$ cat config.mk
export PLATFORM = sky130hd
export DESIGN_NAME = rlcm_mul
export DESIGN_NICKNAME = d
export VERILOG_FILES = /design/src/hw/rtl/rlcm_pkg.sv /design/src/hw/rtl/rlcm_mul.sv
export SDC_FILE = /design/constraint.sdc
export NUM_CORES = 1
export LEC_CHECK = 0
export BUFFER_PORTS_ARGS = -buffer_cell sky130_fd_sc_hd__buf_2
export CAP_MARGIN = 40
export CORE_UTILIZATION = 55
export DETAILED_ROUTE_END_ITERATION = 10
export PLACE_DENSITY = 0.77
export SLEW_MARGIN = 40
export SYNTH_ARGS = -nofsm -noshare
export SYNTH_HDL_FRONTEND = slang
export SYNTH_SLANG_ARGS = --single-unit
$ cat constraint.sdc
create_clock -name clk_i -period 9.22 [get_ports clk_i]
set_input_delay 1.844 -clock clk_i [delete_from_list [all_inputs] [get_ports clk_i]]
set_output_delay 1.844 -clock clk_i [all_outputs]
set_load 0.02 [all_outputs]
$ cat src/hw/rtl/rlcm_pkg.sv
// shared types and constants of the relative low-contrast mask unit
// no dependencies
package rlcm_pkg;

  // histogram geometry
  localparam int unsigned BIN_W   = 8;
  localparam int unsigned NUM_BIN = 256;

  // shared divider: sum of top values / count, or pixel budget / block size
  localparam int unsigned DIV_N_W   = 24;
  localparam int unsigned DIV_D_W   = 17;
  localparam int unsigned DIV_CNT_W = 5;

  // shared multiplier operand widths
  localparam int unsigned MUL_A_W = 17;
  localparam int unsigned MUL_B_W = 16;
  localparam int unsigned MUL_P_W = MUL_A_W + MUL_B_W;

  // configuration register widths and indexes
  localparam int unsigned CFG_IDX_W  = 2;
  localparam int unsigned CFG_DATA_W = 22;
  localparam int unsigned SS_W       = 22;
  localparam int unsigned PPB_W      = 17;
  localparam int unsigned FRAC_W     = 16;

  localparam logic [CFG_IDX_W-1:0] CFG_SAMPLE_SIZE  = 2'd0;
  localparam logic [CFG_IDX_W-1:0] CFG_PIX_PER_BLK  = 2'd1;
  localparam logic [CFG_IDX_W-1:0] CFG_SAMPLE_FRAC  = 2'd2;
  localparam logic [CFG_IDX_W-1:0] CFG_REL_LIMIT    = 2'd3;

  localparam logic [SS_W-1:0]   SAMPLE_SIZE_RST = 22'd168568;
  localparam logic [PPB_W-1:0]  PIX_PER_BLK_RST = 17'd256;
  localparam logic [FRAC_W-1:0] SAMPLE_FRAC_RST = 16'd32113;
  localparam logic [FRAC_W-1:0] REL_LIMIT_RST   = 16'd22282;

  // input selector and output kind codes
  localparam logic OP_LOAD     = 1'b0;
  localparam logic OP_CLASSIFY = 1'b1;
  localparam logic KIND_LIMIT  = 1'b0;
  localparam logic KIND_CLASS  = 1'b1;

  // histogram memory access request
  typedef struct packed {
    logic             rd_en;
    logic [BIN_W-1:0] rd_addr;
    logic             wr_en;
    logic [BIN_W-1:0] wr_addr;
    logic             clr;
  } hist_req_t;

endpackage

$ cat src/hw/rtl/rlcm_mul.sv
// shared 17 x 16 multiplier with registered product
// depends on rlcm_pkg
module rlcm_mul import rlcm_pkg::*; (
  input  logic               clk_i,
  input  logic               en_i,
  input  logic [MUL_A_W-1:0] a_i,
  input  logic [MUL_B_W-1:0] b_i,
  output logic [MUL_P_W-1:0] p_o
);

  logic [MUL_P_W-1:0] p_q;

  always_ff @(posedge clk_i) begin
    if (en_i) begin
      p_q <= MUL_P_W'(a_i) * MUL_P_W'(b_i);
    end
  end

  assign p_o = p_q;

endmodule

==> run_results.csv <==
group,metric,value,unit
placed_design,pre_cts_slack,1.572,ns
route,dr.pass1.iters,5,
yosys,yosysTopAreaCell,"fa_1",
clock_tree,clockRootBuffer,"clkbuf_16",
floorplan,die_w,136.9,µm
timing,max_freq,0.1347,GHz
yosys,synth_top_family_by_area,"adder cells",
clock_tree,cts_made_buffers,5,
yosys,yosysMostFrequentCell,"inv_1",
placed_design,port-buffer-count,67,
floorplan,rows,48,
yosys,ys_seq_area_frac,0.09901,
yosys,synth_top_area_frac,0.4161,
placed_design,dp_cells,1318,
critical_path,cp-end-kind,"flop",
critical_path,critPathKind,"primary input to flop",
yosys,synth_nets,1416,
yosys,ys_async_sr_fraction,0,
route,avgRoutedWirePerCell,16.69,µm
yosys,avgSynthCellArea,9.371,µm²
timing,tns,0,ns
timing,period_share,0.8053,
critical_path,cp_data_arrival_time,7.54,ns
timing,finalHoldViolCount,0,
clock_tree,clockBufferDepth,2,
cells_and_area,area_delta_synth_final,5.926,%
critical_path,cp-start-kind,"primary input",
yosys,synthTopCellsByArea,"fa_1 (42%), ha_1 (13%), edfxtp_1 (9.9%)",
clock_tree,cts_setup_buffers,0,
clock_tree,cts_resized,0,
floorplan,dieArea,18740,µm²
route,routed_wirelength,22140,µm
route,dr_total_vias,7319,
yosys,synth.cell_area,10010,µm²
placed_design,place_hpwl,18090,µm
clock_tree,clk_pin_slew,0.05,ns
route,drc,0,
cells_and_area,final_core_util,0.6045,
global_route,grt_pass1_vias,7596,
yosys,synth-main-ff-cell,"edfxtp_1",
yosys,synthSimpleGateAreaFrac,0.1673,
yosys,synthMuxAreaShare,0,
timing,worst_pin_slew,0.7572,ns
yosys,ys_ff_latch,33,
critical_path,required,9.34,ns
cells_and_area,largest_register_ffs,33,
cells_and_area,nets,1448,
route,postRouteAntennaNets,0,
yosys,yosysUniqueCellTypes,49,
timing,worst_slack,1.795,ns
yosys,synth_fa_ha_area_frac,0.5473,
global_route,grt_pass1_wl,36390,µm
placed_design,globalplace.congestion,0.8760,
yosys,yosysWarnings,0,
clock_tree,tritoncts,"yes",
timing,rsz0062_at_grt,"no",
job,drv_cap,0,
floorplan,start_util,0.5707,
route,drt_iter0_drc,428,
timing,setup_violations,0,
yosys,yosys-top-cells-count,"inv_1 (233), fa_1 (208), nand2_1 (165)",
timing,maxSlewHeadroom,0.4952,
global_route,grt_overflow,0,
cells_and_area,diodes,0,
global_route,grt_max_degree,34,
yosys,synth_compound_area_frac,0.05751,
global_route,grt_util_all_layers,0.2542,
timing,final_max_slew_viol_count,0,
floorplan,dieHeight,136.9,µm
route,viasPerCell,5.520,
worst_hold_path,hold_class,"primary input to flop",
yosys,synthCells,1068,
cells_and_area,fin_cells,1326,
clock_tree,cts_hold_buffers,0,
cells_and_area,drive_above_1_share,0.07902,
run_status,status,"finished clean",
critical_path,critPathMaxFanout,17,
clock_tree,clkSinkCount,33,
clock_tree,h-tree-depth,2,
floorplan,io_pins,68,
global_route,antenna_found_initial,0,
yosys,synthXorXnorAreaFrac,0.02538,
timing,period_minus_slack,7.425,ns
yosys,synth_edf_count,33,
floorplan,placeableCoreArea,17540,µm²
cells_and_area,fill_cells,1505,
==> path summary, 6_finish.rpt <==
path                  startpoint      end  cells past startpoint  slack, ns
worst min-delay path      b_i[0]   p_o[0]                      2       2.16
worst max-delay path      b_i[7]  p_o[32]                     21       1.80
==> layer usage <==
metal | track usage | vias to the layer above | share of wire
met3 | 0.03630 | 40 | 0.055
met4 | 0.07387 | 0 | 0.027
met2 | 0.4645 | 235 | 0.53
li1 | - | 3289 | -
met5 | 0 | - | 0
met1 | 0.3104 | 3755 | 0.39
==> layout make-up <==
class / instances / area, µm² / area share
clock inverters: 3 / 12.51 / 0.001180
inverters: 233 / 874.6 / 0.08250
repair buffers: 67 / 335.3 / 0.03163
well taps: 225 / 281.5 / 0.02655
flip-flops and latches: 33 / 991.0 / 0.09347
multi-input cells: 760 / 7981 / 0.7529
clock buffers: 5 / 125.1 / 0.01180
==> worst max-delay path: stages <==
cell and delay (ns):
buf_2 0.32, nand2_1 0.14, fa_1 0.55, inv_1 0.06
fa_1 0.51, inv_1 0.06, fa_1 0.52, inv_1 0.07
fa_1 0.46, fa_1 0.49, inv_1 0.05, fa_1 0.49
inv_1 0.05, ha_1 0.41, nand4_1 0.19, a2111oi_2 0.38
nor4_2 0.14, o21ai_1 0.29, a211oi_1 0.12, a41o_1 0.21
nor3_1 0.18
==> cell usage in the layout, fill, tap and decap left out, drive strengths merged, types with 2 or more instances in the layout <==
| master | count |
|---|---|
| and2 | 130 |
| nand2b | 2 |
| inv | 233 |
| nor3 | 2 |
| nor2 | 13 |
| edfxtp | 33 |
| clkinv | 3 |
| a211oi | 4 |
| o31ai | 2 |
| ha | 105 |
| a31oi | 4 |
| a21o | 11 |
| nor2b | 3 |
| nand3 | 6 |
| a311oi | 2 |
| nand2 | 166 |
| buf | 67 |
| clkbuf | 5 |
| o22ai | 2 |
| xnor2 | 14 |
| and3 | 4 |
| o211ai | 4 |
| fa | 208 |
| a21oi | 25 |
| nand4 | 6 |
| o21ai | 13 |
| o21a | 5 |
| xor2 | 15 |
==> metrics by stage <==
step	instance area, µm²	hold slack, ns
2_1_floorplan	10010	1.957
3_3_place_gp	10460	2.286
3_5_place_dp	10460	2.287
4_1_cts	10600	2.152
5_1_grt	10600	2.165
6_report	10600	2.159
==> cells by family after synthesis <==
group	after synthesis
compound gates	81
buf+inv	275
fa+ha+maj	313
simple gates	337
xor+xnor	29
flops	33
Power is left out: the tool's default activity adds up to more than one toggle a clock period on the data nets, which glitch-free logic cannot reach.
