===== config.mk =====
export PLATFORM = sky130hd
export DESIGN_NAME = rlcm_hist
export DESIGN_NICKNAME = d
export VERILOG_FILES = /design/src/hw/rtl/rlcm_pkg.sv /design/src/hw/rtl/rlcm_hist.sv
export SDC_FILE = /design/constraint.sdc
export NUM_CORES = 2
export LEC_CHECK = 0
export BUFFER_PORTS_ARGS = -buffer_cell sky130_fd_sc_hd__buf_4
export CORE_ASPECT_RATIO = 1.5
export CORE_UTILIZATION = 45
export CTS_BUF_LIST = sky130_fd_sc_hd__clkbuf_16
export DETAILED_ROUTE_END_ITERATION = 6
export PLACE_DENSITY = 0.61
export SLEW_MARGIN = 5
export SYNTH_ARGS = -nofsm -noshare
export SYNTH_HDL_FRONTEND = slang
export SYNTH_SLANG_ARGS = --single-unit
export TNS_END_PERCENT = 20

===== constraint.sdc =====
create_clock -name clk_i -period 3.5 [get_ports clk_i]
set_input_delay 0.7 -clock clk_i [delete_from_list [all_inputs] [get_ports clk_i]]
set_output_delay 0.7 -clock clk_i [all_outputs]
set_load 0.1 [all_outputs]

===== src/hw/rtl/rlcm_pkg.sv =====
// shared types and constants of the relative low-contrast mask unit
// no dependencies
package rlcm_pkg;

  // histogram geometry
  localparam int unsigned BIN_W   = 8;
  localparam int unsigned NUM_BIN = 256;

  // shared divider: sum of top values / count, or pixel budget / block size
  localparam int unsigned DIV_N_W   = 24;
  localparam int unsigned DIV_D_W   = 17;
  localparam int unsigned DIV_CNT_W = 5;

  // shared multiplier operand widths
  localparam int unsigned MUL_A_W = 17;
  localparam int unsigned MUL_B_W = 16;
  localparam int unsigned MUL_P_W = MUL_A_W + MUL_B_W;

  // configuration register widths and indexes
  localparam int unsigned CFG_IDX_W  = 2;
  localparam int unsigned CFG_DATA_W = 22;
  localparam int unsigned SS_W       = 22;
  localparam int unsigned PPB_W      = 17;
  localparam int unsigned FRAC_W     = 16;

  localparam logic [CFG_IDX_W-1:0] CFG_SAMPLE_SIZE  = 2'd0;
  localparam logic [CFG_IDX_W-1:0] CFG_PIX_PER_BLK  = 2'd1;
  localparam logic [CFG_IDX_W-1:0] CFG_SAMPLE_FRAC  = 2'd2;
  localparam logic [CFG_IDX_W-1:0] CFG_REL_LIMIT    = 2'd3;

  localparam logic [SS_W-1:0]   SAMPLE_SIZE_RST = 22'd168568;
  localparam logic [PPB_W-1:0]  PIX_PER_BLK_RST = 17'd256;
  localparam logic [FRAC_W-1:0] SAMPLE_FRAC_RST = 16'd32113;
  localparam logic [FRAC_W-1:0] REL_LIMIT_RST   = 16'd22282;

  // input selector and output kind codes
  localparam logic OP_LOAD     = 1'b0;
  localparam logic OP_CLASSIFY = 1'b1;
  localparam logic KIND_LIMIT  = 1'b0;
  localparam logic KIND_CLASS  = 1'b1;

  // histogram memory access request
  typedef struct packed {
    logic             rd_en;
    logic [BIN_W-1:0] rd_addr;
    logic             wr_en;
    logic [BIN_W-1:0] wr_addr;
    logic             clr;
  } hist_req_t;

endpackage


===== src/hw/rtl/rlcm_hist.sv =====
// 256-bin histogram memory with per-bin valid bits, cleared all at once through those bits
// depends on rlcm_pkg
module rlcm_hist import rlcm_pkg::*; #(
  parameter int unsigned DATA_W = 13
) (
  input  logic              clk_i,
  input  logic              rst_ni,
  input  hist_req_t         req_i,
  input  logic [DATA_W-1:0] wr_data_i,
  output logic [DATA_W-1:0] rd_data_o
);

  logic [DATA_W-1:0]  mem [NUM_BIN];
  logic [DATA_W-1:0]  rd_data_q;
  logic [NUM_BIN-1:0] vld_q;
  logic               rd_vld_q;

  always_ff @(posedge clk_i) begin
    if (req_i.wr_en) begin
      mem[req_i.wr_addr] <= wr_data_i;
    end
    if (req_i.rd_en) begin
      rd_data_q <= mem[req_i.rd_addr];
    end
  end

  // bins never written since the last clear read as zero
  always_ff @(posedge clk_i or negedge rst_ni) begin
    if (!rst_ni) begin
      vld_q    <= '0;
      rd_vld_q <= 1'b0;
    end else begin
      if (req_i.clr) begin
        vld_q <= '0;
      end else if (req_i.wr_en) begin
        vld_q[req_i.wr_addr] <= 1'b1;
      end
      if (req_i.rd_en) begin
        rd_vld_q <= vld_q[req_i.rd_addr];
      end
    end
  end

  assign rd_data_o = rd_vld_q ? rd_data_q : '0;

endmodule


==> results.yml <==
run_status:
  status: "completed"
floorplan:
  die-area_um2: 307400
  die_w_um: 453.0
  dieHeight_um: 678.5
  start_util_pct: 45.20
  rows: 248
  io_pins: 47
  coreArea_um2: 303800
yosys:
  syn_inst: 6420
  syn_area_per_cell_um2: 21.39
  ys_types: 44
  synth_fa_ha_area_share_pct: 0
  synth_commonest_cells: "edfxtp_1, mux4_2, nor2_1, clkbuf_1, dfrtp_1"
  synth_xor_area_share_pct: 0
  yosysTopAreaCellShare_pct: 73.07
  syn_area_um2: 137300
  synth_fp_nets: 6454
  synth_async_sr_flop_share_pct: 7.143
  synth_top_family_by_area: "multiplexers"
  synth_top_cell_by_area: "edfxtp_1"
  ys_seq_area_share_pct: 77.75
  synth_flop_cell: "edfxtp_1"
  ys_top_cells_by_area: "edfxtp_1, mux4_2, dfrtp_1"
  synth_compound_area_share_pct: 3.762
  synth_edf_count: 3341
  yosys_warnings: 0
  synth.area.mux_share_pct: 14.75
  synth_seq_cells: 3598
  yosys.cell_count.top_type: "edfxtp_1"
  synthSimpleGateAreaFrac_pct: 2.500
critical_path:
  worstSetupPathType: "in -> reg"
  start_kind: "input pin"
  end_kind: "flip-flop"
  worstPathRequired_ps: 4120
  crit_path_max_fanout: 16
  cp.arrival_ps: 3850
global_routing:
  grt_max_degree: 132
  grt_first_pass_wirelength_mm: 523.0
  overflow: 0
  grt_usage_pct: 23.78
  antenna_found_initial: 20
  grt_pass1_vias: 71310
sta:
  hold_viol_final: 0
  fmax_mhz: 309.6
  fin_skew_ps: 52.74
  finalCriticalPeriod_ps: 3230
  rsz0062_at_grt: "no"
  tns_ps: 0
  tightest_slew_ps: 1035
  min_period_over_period_pct: 92.29
  finalSetupViolCount: 0
  drv_slew: 0
  relSlewSlack_pct: 31.02
clock_tree:
  cts.root.buffer_cell: "clkbuf_16"
  cts-resized-gates: 0
  cts_buffers: 318
  clock_sinks: 3598
  clock_latency_ps: 880
  ctsLongestPathBuffers: 4
  path_clk_slew_ps: 60
  htreeDepth: 5
  cts_tree: "done"
detailed_routing:
  drc_errors: 0
  vias: 69100
  avgViaCountPerCell: 6.041
  wl_mm: 366.7
  drt_iter0_markers: 7607
  dr.pass1.iters: 5
  routedWlPerCell_um: 32.05
  drt.antenna.violating_nets: 0
pwr:
  p_per_area_nw_per_um2: 542.9
  p_leak_uw: 0.05175
  ir_drop_uv: 433.6
hold_path:
  min_path_type: "in -> reg"
placement:
  gp_congestion: 0.8688
  placed_cells: 10860
  hpwl_mm: 234.2
  port-buffer-count: 46
flow_run:
  drv_cap: 0
layout:
  nFillCells: 23360
  instances_no_fill: 11440
  multi_input_area_um2: 28880
  drive_above_1_share_pct: 29.53
  regArea_um2: 106800
  final_nets: 7212
  syn_to_final_growth_pct: 15.43
==> worst max-delay path, cell delays in order <==
cell      delay (ps)
buf_16           160
buf_12           220
buf_12           170
mux4_2           520
a22o_1           280
a221oi_1         520
o22ai_1          260
buf_12           200
o21ai_1          400
buf_4            190
nand4_1           80
==> final timing paths <==
path / cells past startpoint / end / slack, ps / from
worst max register to register: 8 / rd_data_q[11]$_DFFE_PP_ / 500 / mem[19][11]$_DFFE_PP_
worst min register to register: 2 / vld_q[46]$_DFFE_PN0P_ / 500 / vld_q[46]$_DFFE_PN0P_
max in group asynchronous: 3 / vld_q[82]$_DFFE_PN0P_ / 1980 / rst_ni
worst min-delay path: 1 / mem[98][1]$_DFFE_PP_ / 260 / wr_data_i[1]
worst max-delay path: 11 / rd_data_q[11]$_DFFE_PP_ / 270 / req_i[10]
min in group asynchronous: 2 / vld_q[41]$_DFFE_PN0P_ / 420 / rst_ni
==> cell usage in the layout (no fill, tap or decap), types with 12 or more instances in the layout <==
master | synthesis | layout
clkinv_2 | 0 | 52
buf_12 | 0 | 116
o21ba_2 | 30 | 30
mux4_2 | 883 | 883
o22ai_1 | 109 | 109
nor2_1 | 719 | 717
a22o_1 | 209 | 209
edfxtp_1 | 3341 | 3341
nor2b_1 | 13 | 12
nand4_1 | 23 | 23
clkinv_1 | 0 | 76
clkbuf_16 | 0 | 326
bufinv_16 | 0 | 23
mux2i_1 | 33 | 33
o21ai_1 | 38 | 38
a221oi_1 | 208 | 208
nand3_1 | 29 | 29
o21ai_0 | 17 | 17
and2_1 | 14 | 14
buf_8 | 0 | 16
inv_1 | 5 | 68
nand2_1 | 34 | 32
dfrtp_1 | 257 | 257
diode_2 | 0 | 12
clkinvlp_4 | 0 | 12
buf_4 | 14 | 704
==> cells by family after synthesis <==
logic type,count (synthesis)
buffers and inverters,405
muxes,919
DFF,3598
and+or+nand+nor,856
AOI/OAI and AO/OA,642
==> state kept, by name, indices dropped and copies added (netlist names) <==
register	cells
mem	3328
rd_data_q	13
rd_vld_q	1
vld_q	256
==> layer usage <==
layer | vias to the layer above | track usage (%) | wire length [um]
met3 | 614 | 3.534 | 24040
met4 | 14 | 10.16 | 17530
met1 | 37380 | 29.55 | 134300
met5 | - | 0 | 98
li1 | 28400 | - | -
met2 | 2686 | 41.35 | 190700
==> stage by stage <==
step | power (uW) | area [um2] | setup WS, ps | hold slack, ps | utilization [%]
6_report | 86040 | 158500 | 270.0 | 255.2 | 52.17
5_1_grt | 88260 | 158500 | 269.7 | 249.3 | 52.16
4_1_cts | 86630 | 158500 | 339.5 | 212.6 | 52.16
3_5_place_dp | 53010 | 148500 | -584.6 | 483.2 | 48.90
3_3_place_gp | 52940 | 148500 | -614.4 | 469.1 | 48.90
2_1_floorplan | 50290 | 137300 | 394.9 | 404.4 | -
==> power by group <==
part / switching (uW) / internal (uW)
logic: 3050 / 1890
registers: 39.6 / 47100
clock network: 15300 / 18600
total: 18400 / 67600
==> cell type report <==
class | count | area share [%]
multi-input cells | 2417 | 18.22
clock buffers | 326 | 5.147
well taps | 4000 | 3.158
flip-flops and latches | 3598 | 67.36
inverters | 5 | 0.01184
repair buffers | 838 | 4.975
clock inverters | 243 | 1.105
diodes | 12 | 0.01895
==> timing repair <==
| action | in CTS | in global routing |
|---|---|---|
| setup buffers | 0 | 0 |
| endpoints found under the hold margin | 65 | 0 |
| hold buffers | 1 | 0 |
Power figures use the tool's default switching activity.
