===== src/hw/rtl/rlcm_pkg.sv =====
// shared types and constants of the relative low-contrast mask unit
// no dependencies
package rlcm_pkg;

  // histogram geometry
  localparam int unsigned BIN_W   = 8;
  localparam int unsigned NUM_BIN = 256;

  // shared divider: sum of top values / count, or pixel budget / block size
  localparam int unsigned DIV_N_W   = 24;
  localparam int unsigned DIV_D_W   = 17;
  localparam int unsigned DIV_CNT_W = 5;

  // shared multiplier operand widths
  localparam int unsigned MUL_A_W = 17;
  localparam int unsigned MUL_B_W = 16;
  localparam int unsigned MUL_P_W = MUL_A_W + MUL_B_W;

  // configuration register widths and indexes
  localparam int unsigned CFG_IDX_W  = 2;
  localparam int unsigned CFG_DATA_W = 22;
  localparam int unsigned SS_W       = 22;
  localparam int unsigned PPB_W      = 17;
  localparam int unsigned FRAC_W     = 16;

  localparam logic [CFG_IDX_W-1:0] CFG_SAMPLE_SIZE  = 2'd0;
  localparam logic [CFG_IDX_W-1:0] CFG_PIX_PER_BLK  = 2'd1;
  localparam logic [CFG_IDX_W-1:0] CFG_SAMPLE_FRAC  = 2'd2;
  localparam logic [CFG_IDX_W-1:0] CFG_REL_LIMIT    = 2'd3;

  localparam logic [SS_W-1:0]   SAMPLE_SIZE_RST = 22'd168568;
  localparam logic [PPB_W-1:0]  PIX_PER_BLK_RST = 17'd256;
  localparam logic [FRAC_W-1:0] SAMPLE_FRAC_RST = 16'd32113;
  localparam logic [FRAC_W-1:0] REL_LIMIT_RST   = 16'd22282;

  // input selector and output kind codes
  localparam logic OP_LOAD     = 1'b0;
  localparam logic OP_CLASSIFY = 1'b1;
  localparam logic KIND_LIMIT  = 1'b0;
  localparam logic KIND_CLASS  = 1'b1;

  // histogram memory access request
  typedef struct packed {
    logic             rd_en;
    logic [BIN_W-1:0] rd_addr;
    logic             wr_en;
    logic [BIN_W-1:0] wr_addr;
    logic             clr;
  } hist_req_t;

endpackage


===== src/hw/rtl/rlcm_div.sv =====
// restoring divider, one quotient bit per cycle
// depends on rlcm_pkg
module rlcm_div import rlcm_pkg::*; (
  input  logic               clk_i,
  input  logic               rst_ni,
  input  logic               start_i,
  input  logic [DIV_N_W-1:0] dividend_i,
  input  logic [DIV_D_W-1:0] divisor_i,
  output logic               done_o,
  output logic [DIV_N_W-1:0] quot_o
);

  logic                 busy_q, busy_d;
  logic                 done_q, done_d;
  logic [DIV_CNT_W-1:0] cnt_q, cnt_d;
  logic [DIV_D_W:0]     rem_q, rem_d;
  logic [DIV_N_W-1:0]   quo_q, quo_d;
  logic [DIV_D_W-1:0]   dvs_q, dvs_d;
  logic [DIV_D_W:0]     rem_sh;
  logic [DIV_D_W:0]     dvs_ext;

  assign rem_sh  = {rem_q[DIV_D_W-1:0], quo_q[DIV_N_W-1]};
  assign dvs_ext = {1'b0, dvs_q};

  always_comb begin
    busy_d = busy_q;
    done_d = 1'b0;
    cnt_d  = cnt_q;
    rem_d  = rem_q;
    quo_d  = quo_q;
    dvs_d  = dvs_q;
    if (start_i) begin
      busy_d = 1'b1;
      cnt_d  = DIV_CNT_W'(DIV_N_W - 1);
      rem_d  = '0;
      quo_d  = dividend_i;
      dvs_d  = divisor_i;
    end else if (busy_q) begin
      if (rem_sh >= dvs_ext) begin
        rem_d = rem_sh - dvs_ext;
        quo_d = {quo_q[DIV_N_W-2:0], 1'b1};
      end else begin
        rem_d = rem_sh;
        quo_d = {quo_q[DIV_N_W-2:0], 1'b0};
      end
      cnt_d = cnt_q - DIV_CNT_W'(1);
      if (cnt_q == '0) begin
        busy_d = 1'b0;
        done_d = 1'b1;
      end
    end
  end

  always_ff @(posedge clk_i or negedge rst_ni) begin
    if (!rst_ni) begin
      busy_q <= 1'b0;
      done_q <= 1'b0;
      cnt_q  <= '0;
    end else begin
      busy_q <= busy_d;
      done_q <= done_d;
      cnt_q  <= cnt_d;
    end
  end

  always_ff @(posedge clk_i) begin
    rem_q <= rem_d;
    quo_q <= quo_d;
    dvs_q <= dvs_d;
  end

  assign done_o = done_q;
  assign quot_o = quo_q;

endmodule


===== config.mk =====
export PLATFORM = sky130hd
export DESIGN_NAME = rlcm_div
export DESIGN_NICKNAME = d
export VERILOG_FILES = /design/src/hw/rtl/rlcm_pkg.sv /design/src/hw/rtl/rlcm_div.sv
export SDC_FILE = /design/constraint.sdc
export NUM_CORES = 1
export LEC_CHECK = 0
export ABC_AREA = 1
export BUFFER_PORTS_ARGS = -buffer_cell sky130_fd_sc_hd__buf_4
export CAP_MARGIN = 15
export CORE_MARGIN = 4
export CORE_UTILIZATION = 55
export DETAILED_ROUTE_END_ITERATION = 10
export PLACE_DENSITY = 0.78
export SLEW_MARGIN = 25
export SYNTH_ARGS = -nofsm -noshare
export SYNTH_HDL_FRONTEND = slang
export SYNTH_SLANG_ARGS = --single-unit

===== constraint.sdc =====
create_clock -name clk_i -period 2.6 [get_ports clk_i]
set_clock_uncertainty 0.05 [all_clocks]
set_input_delay 0.13 -clock clk_i [delete_from_list [all_inputs] [get_ports clk_i]]
set_output_delay 0.13 -clock clk_i [all_outputs]
set_load 0.05 [all_outputs]

==> impl_metrics.tcl, run 1 <==
set metrics [dict create \
    portion_of_synthesized_cell_area_occupied_by_the_leading_cell_type_pct 31.7 \
    syn-cell-area_um2 3880 \
    run_status "complete, no violations" \
    synth_largest_area_cell "sky130_fd_sc_hd__edfxtp_1" \
    clkTransAtPathRegs_ns 0.07 \
    netlist_instances 514 \
    vdd.ir_drop.worst_mv 0.513 \
    cell_internal_power_mw 2.68 \
    drt_first_pass_iters 5 \
    finish.net_count 685 \
    p_per_area_nw_per_um2 917 \
    combinationalPowerShare_pct 48.1 \
    final_max_slew_viols 0 \
    endpoint_of_the_worst_slack_reg_to_reg_timing_path "rem_q[15]" \
    min_path_type "primary input to flop" \
    power.share.sequential_pct 30.8 \
    ys_seq_area_share_pct 45.0 \
    via_count 3633 \
    postSynth.asyncResetShare_pct 10.8 \
    route.detailed.vias_per_inst 5.03 \
    syn_nets 578 \
    cts.path.max_buffers 2 \
    cts.repair.resized 0 \
    drv_cap 0 \
    worst-setup-path-type "flop to flop" \
    rsz_0062_raised_after_global_routing "false" \
    fp.dieH_um 92.0 \
    ys_seq_elements 65 \
    worst_setup_path_end_kind "flop" \
    cts.sink_count 65 \
    dpl_wire_length_um 6580 \
    area_growth_pct 30.3 \
    routabilityCongestion 0.954 \
    regToRegSetupSlack_ns 0.38 \
    share_of_layout_cells_above_drive_strength_1_pct 16.8 \
    reg2reg_depth 13 \
    timing.fmax_mhz 450 \
    worstPathRequired_ns 2.79 \
    cts-htree-levels 3 \
    dr_wl_met3_um 718 \
    timing.final.hold_violations 0 \
    die_area_um2 8460 \
    initial_core_util_pct 56.8 \
    leakagePower_nw 2.65 \
    yosysUniqueCellTypes 35 \
    globalRoute.totalOverflow 0 \
    met1Wirelength_um 4240 \
    finalSetupViolCount 0 \
    tritoncts "yes" \
    min_delay_path_depth 3 \
    pin_count_of_the_biggest_net_entering_global_routing 34 \
    fp.coreArea_um2 6830 \
    psw_mw 1.95 \
    worstPathArrival_ns 2.41 \
    layout.cells.non_filler 722 \
    portion_of_the_clock_cycle_consumed_by_the_worst_path_in_the_final_layout_pct 85.5 \
    drt-total-wl_um 9790 \
    tightestPinTransition_ns 0.799 \
    groute.usage.overall_pct 24.4 \
    dr_wl_met2_um 4630 \
    max_slew_margin_pct 46.7 \
    cp_max_fo 8 \
    min-delay-start "dividend_i[19]" \
    count_of_flip_flops_with_a_built_in_enable_after_synthesis 41 \
    post-place-cells 672 \
    swShare_pct 42.1 \
    total_cts_buffers 9 \
    period_minus_slack_ns 2.22 \
    setup.worst_path.start_class "flop" \
    ys.warnings.count 0 \
    numPortBuffers 68 \
    antenna_cells_inserted 0 \
    num_io_pins 69 \
    grt_antenna_before_repair 0 \
    power_frac_clock_pct 21.1 \
    hold_buffers 34 \
    first_global_vias 3580 \
    postSynthAreaPerCell_um2 7.55 \
    topRoutingLayerUsed "met4" \
    synth_top_flop_cell "sky130_fd_sc_hd__edfxtp_1" \
    ant_nets 0 \
    routed_wire_length_per_instance_um 13.6 \
    reg2reg_from "quot_o[23]" \
    grt_pass1_wl_um 16500 \
    mostFrequentLayoutCells "204 x sky130_fd_sc_hd__nand2_1, 86 x sky130_fd_sc_hd__inv_1, 73 x sky130_fd_sc_hd__buf_4" \
    synth_top_cells_by_area "sky130_fd_sc_hd__edfxtp_1 32%, sky130_fd_sc_hd__nand2_1 20%, sky130_fd_sc_hd__dfxtp_1 8.8%, sky130_fd_sc_hd__inv_1 8.3%, sky130_fd_sc_hd__ha_1 6.1%" \
    layout.core_utilization_pct 74.0 \
    tns_ns 0 \
    clk_root_buffer_cell "sky130_fd_sc_hd__clkbuf_8" \
    min_delay_worst_endpoint "quot_o[19]" \
    post-cts-setup-buffer-count 0 \
    mostFrequentLayoutCell "sky130_fd_sc_hd__nand2_1" \
    detail_route.drc_violations 0 \
    drtIter0Drc 223 \
    fp-row-count 30 \
    worstSkewPairLatency_ns 0.34 \
    chipWidth_um 92.0 \
]
-- registers in the layout, summed over array words and instances, names as in the netlist --
signal  flops
quot_o     24
cnt_q       5
dvs_q      17
rem_q      17
busy_q      1
done_o      1
-- metal layers --
metal  track usage, %  up-vias
met2             40.0      150
met5                0        -
li1                 -     1828
met4             8.29        0
met3             6.40       18
met1             31.5     1637
-- cell usage after synthesis (2+ instances only) --
master	n
sky130_fd_sc_hd__a21oi_1	15
sky130_fd_sc_hd__buf_2	3
sky130_fd_sc_hd__clkbuf_1	5
sky130_fd_sc_hd__clkinv_1	2
sky130_fd_sc_hd__dfrtp_1	7
sky130_fd_sc_hd__dfxtp_1	17
sky130_fd_sc_hd__edfxtp_1	41
sky130_fd_sc_hd__ha_1	19
sky130_fd_sc_hd__inv_1	86
sky130_fd_sc_hd__nand2_1	204
sky130_fd_sc_hd__nand2_2	4
sky130_fd_sc_hd__nand3_1	37
sky130_fd_sc_hd__nand3_2	3
sky130_fd_sc_hd__nand3b_1	8
sky130_fd_sc_hd__nand4_1	4
sky130_fd_sc_hd__nor2_1	18
sky130_fd_sc_hd__nor2_2	4
sky130_fd_sc_hd__nor3_1	5
sky130_fd_sc_hd__o21ai_0	9
sky130_fd_sc_hd__o21ai_1	4
sky130_fd_sc_hd__xnor2_1	4
sky130_fd_sc_hd__xor2_1	2
-- metrics by stage --
stage               power [mW]  instance area, um^2  setup slack (ns)  hold WS (ns)
floorplan                 3.14                 3880             0.341        -0.216
global placement          3.55                 4490             0.477        -0.102
detailed placement        3.60                 4490             0.411        -0.103
CTS                       4.62                 5060             0.385       0.00155
global route              5.00                 5060             0.157        0.0124
finish                    4.63                 5060             0.377        0.0231
-- power by group through the flow --
stage | registers, mW | clock network (mW) | logic [mW]
after floorplan | 1.55 | 0 | 1.59
after global placement | 1.44 | 0 | 2.11
after detailed placement | 1.44 | 0 | 2.16
after CTS | 1.42 | 0.988 | 2.21
after global routing | 1.45 | 1.04 | 2.51
final | 1.43 | 0.978 | 2.23
-- cells by family after synthesis --
kind of cell | share of synthesized area (%)
AOI/OAI and AO/OA | 4.39
xor gates and xnor gates | 1.35
adders and majority gates | 6.64
buffers and inverters | 10.7
DFF | 45.0
and+or+nand+nor | 31.9
-- area by class of cell --
type / count / area, um^2
clock buffers: 10 / 138
clock inverters: 6 / 91.3
fillers: 508 / 1780
inverters: 89 / 334
multi-input cells: 348 / 1720
flip-flops and latches: 65 / 1750
well taps: 96 / 120
repair buffers: 108 / 908
-- critical path, stage by stage (launching register included) --
cell and delay (ns):
sky130_fd_sc_hd__edfxtp_1 0.38, sky130_fd_sc_hd__inv_1 0.09, sky130_fd_sc_hd__ha_1 0.16, sky130_fd_sc_hd__inv_1 0.07, sky130_fd_sc_hd__fa_1 0.42, sky130_fd_sc_hd__nand3_1 0.14
sky130_fd_sc_hd__nand3_2 0.10, sky130_fd_sc_hd__nand2_2 0.19, sky130_fd_sc_hd__buf_4 0.20, sky130_fd_sc_hd__nand3_2 0.07, sky130_fd_sc_hd__nand2_1 0.08, sky130_fd_sc_hd__clkinv_1 0.06
sky130_fd_sc_hd__nand2_1 0.06, sky130_fd_sc_hd__nand2_1 0.05
-- worst max path at each step --
stage	startpoint	to	depth (start not counted)
4_1_cts	dvs_q[15]	rem_q[5]	10
3_3_place_gp	dvs_q[15]	rem_q[13]	10
3_5_place_dp	quot_o[23]	rem_q[15]	13
5_1_grt	dvs_q[8]	rem_q[5]	13
6_report	quot_o[23]	rem_q[15]	13
2_1_floorplan	quot_o[23]	rem_q[6]	11
No activity file was read; power rests on OpenSTA's default activity.
==> inputs of run 2 (changes only) <==
--- a/config.mk
+++ b/config.mk
@@ -8,10 +8,12 @@
 export ABC_AREA = 1
 export BUFFER_PORTS_ARGS = -buffer_cell sky130_fd_sc_hd__buf_4
 export CAP_MARGIN = 15
+export CELL_PAD_IN_SITES_DETAIL_PLACEMENT = 0
+export CELL_PAD_IN_SITES_GLOBAL_PLACEMENT = 1
 export CORE_MARGIN = 4
-export CORE_UTILIZATION = 55
+export CORE_UTILIZATION = 41
 export DETAILED_ROUTE_END_ITERATION = 10
-export PLACE_DENSITY = 0.78
+export PLACE_DENSITY = 0.79
 export SLEW_MARGIN = 25
 export SYNTH_ARGS = -nofsm -noshare
 export SYNTH_HDL_FRONTEND = slang
==> run 2 against run 1 <==
Effect of this change:
- utilization is 19 points lower
- final area is 0.64% higher
- die area is 31% higher
- sequential power hardly changed
- sequential share of layout area is 0.22 points lower
- worst hold slack worse by 0.014 ns
- non-clock buffer count is 4 higher
- global-route usage is 5.6 points lower
- critical path type unchanged
==> impl_metrics.tcl, run 2 (same netlist as run 1, synthesis figures left out) <==
set metrics [dict create \
    tightestPinTransition_ns 0.756 \
    die_area_um2 11100 \
    via_count 3548 \
    min_path_type "primary input to flop" \
    whs_ns 0.00865 \
    num_io_pins 69 \
    route.detailed.vias_per_inst 4.67 \
    fp-row-count 35 \
    total_cts_buffers 9 \
    regToRegSetupSlack_ns 0.28 \
    mostFrequentLayoutCells "204 x sky130_fd_sc_hd__nand2_1, 86 x sky130_fd_sc_hd__inv_1, 75 x sky130_fd_sc_hd__buf_4" \
    run_status "complete, no violations" \
    grt_pass1_wl_um 16800 \
    dpl_wire_length_um 7070 \
    finish.net_count 689 \
    multi_input_area_um2 1720 \
    drt-total-wl_um 9870 \
    worstSetupEndpoint "rem_q[0]" \
    crit_path_frequent_cell "sky130_fd_sc_hd__nand3_1" \
    share_of_layout_cells_above_drive_strength_1_pct 16.7 \
    mostFrequentLayoutCell "sky130_fd_sc_hd__nand2_1" \
    dpl-instance-area_um2 4520 \
    routed_wire_length_per_instance_um 13.0 \
    endpoint_of_the_worst_slack_reg_to_reg_timing_path "rem_q[0]" \
    antenna_cells_inserted 0 \
    reg2reg_from "quot_o[23]" \
    worstPathRequired_ns 2.76 \
    cts.sink_count 65 \
    ant_nets 0 \
    finalSetupViolCount 0 \
    worst_setup_path_end_kind "flop" \
    n_fill_cell 849 \
    timing.critical_path.slowest_stage_cell "sky130_fd_sc_hd__fa_1" \
    layout.area.seq_um2 1750 \
    numPortBuffers 68 \
    tns_ns 0 \
    timing.fmax_mhz 431 \
    post-cts-setup-buffer-count 0 \
    cts.path.max_buffers 2 \
    cp_max_fo 15 \
    rsz_0062_raised_after_global_routing "false" \
    drtIter0Drc 131 \
    initial_core_util_pct 42.0 \
    worstPathArrival_ns 2.48 \
    worstSkewPairLatency_ns 0.35 \
    clk_root_buffer_cell "sky130_fd_sc_hd__clkbuf_8" \
    portion_of_the_clock_cycle_consumed_by_the_worst_path_in_the_final_layout_pct 89.2 \
    reg2reg_depth 11 \
    first_global_vias 3616 \
    vdd.ir_drop.worst_mv 0.421 \
    tritoncts "yes" \
    flip_flop_count_of_the_largest_register_all_copies_and_words_added 24 \
    chipWidth_um 105 \
    finalWorstSetupSlack_ns 0.280 \
    area_growth_pct 31.2 \
    fp.dieH_um 105 \
    final_max_slew_viols 0 \
    routabilityCongestion 0.829 \
    placement_setup_slack_ns 0.295 \
    groute.usage.overall_pct 18.8 \
    drv_cap 0 \
    clkTransAtPathRegs_ns 0.07 \
    pin_count_of_the_biggest_net_entering_global_routing 37 \
    fin_total_pwr_mw 4.56 \
    fin_area_um2 5090 \
    cts.repair.resized 0 \
    cts-htree-levels 3 \
    detail_route.drc_violations 0 \
    max_slew_margin_pct 49.6 \
    p_per_area_nw_per_um2 896 \
    grt_antenna_before_repair 0 \
    crit_chain "inv_1 > ha_1 > inv_1 > fa_1 > nand3_1 > nand3_2 > nand2_2 > buf_4 > nand3_1 > nand3_1 > o21ai_0" \
    period_minus_slack_ns 2.32 \
    worst_setup_sp "quot_o[23]" \
    worst-setup-path-type "flop to flop" \
    critical_path.max_stage_delay_ns 0.42 \
    drt_first_pass_iters 4 \
    leakagePower_nw 2.63 \
    timing.final.hold_violations 0 \
    setup.worst_path.start_class "flop" \
    fp.coreArea_um2 9240 \
    globalRoute.totalOverflow 0 \
]
run 2: cell types whose count changed in the layout (fill, tap and decap cells not counted):
cell / delta
sky130_fd_sc_hd__dlygate4sd3_1: +3
sky130_fd_sc_hd__clkinv_4: -2
sky130_fd_sc_hd__clkinvlp_4: +2
sky130_fd_sc_hd__clkbuf_8: -1
sky130_fd_sc_hd__clkbuf_1: +1
sky130_fd_sc_hd__buf_12: -1
sky130_fd_sc_hd__inv_6: +1
sky130_fd_sc_hd__buf_4: +2
sky130_fd_sc_hd__bufinv_16: -1
run 2: worst max-delay path: cells and delay by family (launching register included):
family | cells | cell delay (ns)
AO/OA/AOI/OAI | 1 | 0.08
adder cells (fa/ha/maj) | 2 | 0.58
buffers and inverters | 3 | 0.37
flip-flops | 1 | 0.38
AND/OR/NAND/NOR | 5 | 0.73
run 2: stage by stage:
stage                     util, %  instances
after global placement       49.0        706
after global routing         55.1        759
after detailed placement     49.0        706
final                        55.1        759
after floorplan                 -        514
after CTS                    55.1        759
run 2: area by class of cell:
| type | count | area share [%] |
|---|---|---|
| clock buffer | 10 | 2.51 |
| clock inverter | 6 | 1.33 |
| inverter | 89 | 6.57 |
| multi-input combinational | 348 | 33.8 |
| sequential | 65 | 34.3 |
| tap | 129 | 3.17 |
| timing repair buffer | 112 | 18.3 |
run 2: power by group:
group          switching (mW)  internal (mW)
registers               0.129           1.30
clock network           0.441          0.447
logic                    1.42          0.827
run 2: per-layer routing:
metal	global-route usage (%)	wire, um
met5	0	0
met4	6.84	137
met3	4.41	437
met2	31.7	4840
met1	23.5	4450
run 2: worst min-delay path by stage:
stage | slack (ns) | startpoint | cells after the start | endpoint
6_report | 0.009 | dividend_i[12] | 3 | quot_o[12]
3_3_place_gp | -0.10 | rst_ni | 1 | done_o
3_5_place_dp | -0.1 | rst_ni | 1 | done_o
5_1_grt | 0.003 | dividend_i[11] | 3 | quot_o[11]
2_1_floorplan | -0.22 | rst_ni | 0 | busy_q
4_1_cts | 0.0002 | dividend_i[16] | 3 | quot_o[16]
run 2: repair_timing:
action,in CTS,in global routing
endpoints found under the hold margin,43,0
hold buffers,37,0
endpoints found under the setup margin,0,0
==> inputs of run 3 (changes only) <==
--- a/config.mk
+++ b/config.mk
@@ -8,12 +8,11 @@
 export ABC_AREA = 1
 export BUFFER_PORTS_ARGS = -buffer_cell sky130_fd_sc_hd__buf_4
 export CAP_MARGIN = 15
-export CELL_PAD_IN_SITES_DETAIL_PLACEMENT = 0
-export CELL_PAD_IN_SITES_GLOBAL_PLACEMENT = 1
 export CORE_MARGIN = 4
-export CORE_UTILIZATION = 41
+export CORE_UTILIZATION = 55
 export DETAILED_ROUTE_END_ITERATION = 10
-export PLACE_DENSITY = 0.79
+export HOLD_SLACK_MARGIN = 0.12
+export PLACE_DENSITY = 0.78
 export SLEW_MARGIN = 25
 export SYNTH_ARGS = -nofsm -noshare
 export SYNTH_HDL_FRONTEND = slang
==> run 3 against run 2 <==
Effect of this change:
- sequential share of layout area is 0.45 points lower
- routed wire length is 4.9% higher
- register-to-register slack better by 0.09 ns
- final cell count is 3.6% lower
- critical endpoint is now rem_q[15]
==> impl_metrics.tcl, run 3 (same netlist as run 1, synthesis figures left out) <==
set metrics [dict create \
    total_cts_buffers 9 \
    tritoncts "yes" \
    tightestPinTransition_ns 0.812 \
    cp_max_fo 8 \
    finalSetupViolCount 0 \
    timing.fmax_mhz 449 \
    cts.path.max_buffers 2 \
    timing.final.hold_violations 0 \
    max_slew_margin_pct 45.8 \
    min_delay_path_depth 2 \
    min_path_type "flop to flop" \
    mostFrequentLayoutCell "sky130_fd_sc_hd__nand2_1" \
    regToRegSetupSlack_ns 0.37 \
    worst_setup_path_end_kind "flop" \
    cts-htree-levels 3 \
    worst_setup_sp "quot_o[23]" \
    clkTransAtPathRegs_ns 0.08 \
    period_minus_slack_ns 2.23 \
    antenna_cells_inserted 0 \
    p_per_area_nw_per_um2 905 \
    chipWidth_um 92.0 \
    via_count 3701 \
    worstPathArrival_ns 2.42 \
    groute.usage.overall_pct 25.6 \
    rsz_0062_raised_after_global_routing "false" \
    reg2reg_from "quot_o[23]" \
    hold_buffers 44 \
    run_status "complete, no violations" \
    clk_root_buffer_cell "sky130_fd_sc_hd__clkbuf_8" \
    share_of_layout_cells_above_drive_strength_1_pct 16.5 \
    globalRoute.totalOverflow 0 \
    worstPathRequired_ns 2.79 \
    mostFrequentLayoutCells "204 x sky130_fd_sc_hd__nand2_1, 86 x sky130_fd_sc_hd__inv_1, 73 x sky130_fd_sc_hd__buf_4" \
    worst-setup-path-type "flop to flop" \
    fp-row-count 30 \
    cts.repair.resized 0 \
    grt_antenna_before_repair 0 \
    multi_input_area_um2 1720 \
    drv_cap 0 \
    drt_first_pass_iters 5 \
    fp.coreArea_um2 6830 \
    flip_flop_count_of_the_largest_register_all_copies_and_words_added 24 \
    drtIter0Drc 254 \
    die_area_um2 8460 \
    leakagePower_nw 2.69 \
    portion_of_the_clock_cycle_consumed_by_the_worst_path_in_the_final_layout_pct 85.6 \
    detail_route.drc_violations 0 \
    n_fill_cell 488 \
    dpl_wire_length_um 6580 \
    worstSetupEndpoint "rem_q[15]" \
    pin_count_of_the_biggest_net_entering_global_routing 34 \
    num_io_pins 69 \
    cts.sink_count 65 \
    area_growth_pct 32.9 \
    route.detailed.vias_per_inst 5.06 \
    worstSkewPairLatency_ns 0.34 \
    setup.worst_path.start_class "flop" \
    numPortBuffers 68 \
    vdd.ir_drop.worst_mv 0.569 \
    fp.dieH_um 92.0 \
    routed_wire_length_per_instance_um 14.1 \
    reg2reg_depth 13 \
    post-cts-setup-buffer-count 0 \
    final_max_slew_viols 0 \
    first_global_vias 3654 \
    tns_ns 0 \
    grt_pass1_wl_um 17200 \
    ant_nets 0 \
    routabilityCongestion 0.954 \
    endpoint_of_the_worst_slack_reg_to_reg_timing_path "rem_q[15]" \
    finish.net_count 695 \
    fin_total_pwr_mw 4.67 \
    layout.area.seq_um2 1750 \
    initial_core_util_pct 56.8 \
    drt-total-wl_um 10300 \
]
## run 3: cell count changes in the layout (fill, tap and decap cells not counted), sizes merged
cell / before / now
dlygate4sd3: 37 / 44
clkinv: 4 / 6
clkinvlp: 2 / 0
buf: 75 / 74
bufinv: 1 / 2
inv: 88 / 87
## run 3: critical path: stages, from the launching register on
cell	delay [ns]
sky130_fd_sc_hd__edfxtp_1	0.39
sky130_fd_sc_hd__inv_1	0.09
sky130_fd_sc_hd__ha_1	0.16
sky130_fd_sc_hd__inv_1	0.07
sky130_fd_sc_hd__fa_1	0.43
sky130_fd_sc_hd__nand3_1	0.15
sky130_fd_sc_hd__nand3_2	0.10
sky130_fd_sc_hd__nand2_2	0.19
sky130_fd_sc_hd__buf_4	0.19
sky130_fd_sc_hd__nand3_2	0.07
sky130_fd_sc_hd__nand2_1	0.09
sky130_fd_sc_hd__clkinv_1	0.06
sky130_fd_sc_hd__nand2_1	0.05
sky130_fd_sc_hd__nand2_1	0.05
## run 3: final cells by class
| class | instances | share of cell area [%] |
|---|---|---|
| Inverter | 89 | 6.48 |
| Timing Repair Buffer | 118 | 19.6 |
| Clock inverter | 6 | 1.77 |
| Sequential cell | 65 | 33.9 |
| Tap cell | 96 | 2.33 |
| Multi-Input combinational cell | 348 | 33.3 |
| Clock buffer | 10 | 2.67 |
## run 3: where the power goes
part / internal, mW / switching (mW) / total (mW)
combinational: 0.825 / 1.43 / 2.25
sequential: 1.30 / 0.132 / 1.43
clock: 0.569 / 0.412 / 0.981
total: 2.69 / 1.97 / 4.67
## run 3: metrics by stage
stage	utilization [%]	hold WS [ns]	setup slack [ns]	cell area [um^2]	cells
2_1_floorplan	-	-0.216	0.341	3880	514
3_3_place_gp	65.7	-0.102	0.477	4490	672
3_5_place_dp	65.7	-0.103	0.411	4490	672
4_1_cts	75.5	0.428	0.385	5160	732
5_1_grt	75.5	0.451	0.161	5160	732
6_report	75.5	0.425	0.374	5160	732
## run 3: layer usage
layer / share of wire, % / GRT usage [%] / vias to the layer above
met3: 7.4 / 6.23 / 14
met2: 49 / 44.3 / 144
met4: 1.5 / 6.93 / 0
met5: 0 / 0 / -
met1: 42 / 31.8 / 1699
li1: - / - / 1844
## run 3: worst min-delay path by stage
stage,start,to,slack (ns)
3_3_place_gp,rst_ni,cnt_q[0],-0.10
6_report,rem_q[15],rem_q[15],0.43
4_1_cts,rem_q[15],rem_q[15],0.43
5_1_grt,divisor_i[7],dvs_q[7],0.45
2_1_floorplan,rst_ni,busy_q,-0.22
3_5_place_dp,rst_ni,cnt_q[0],-0.10
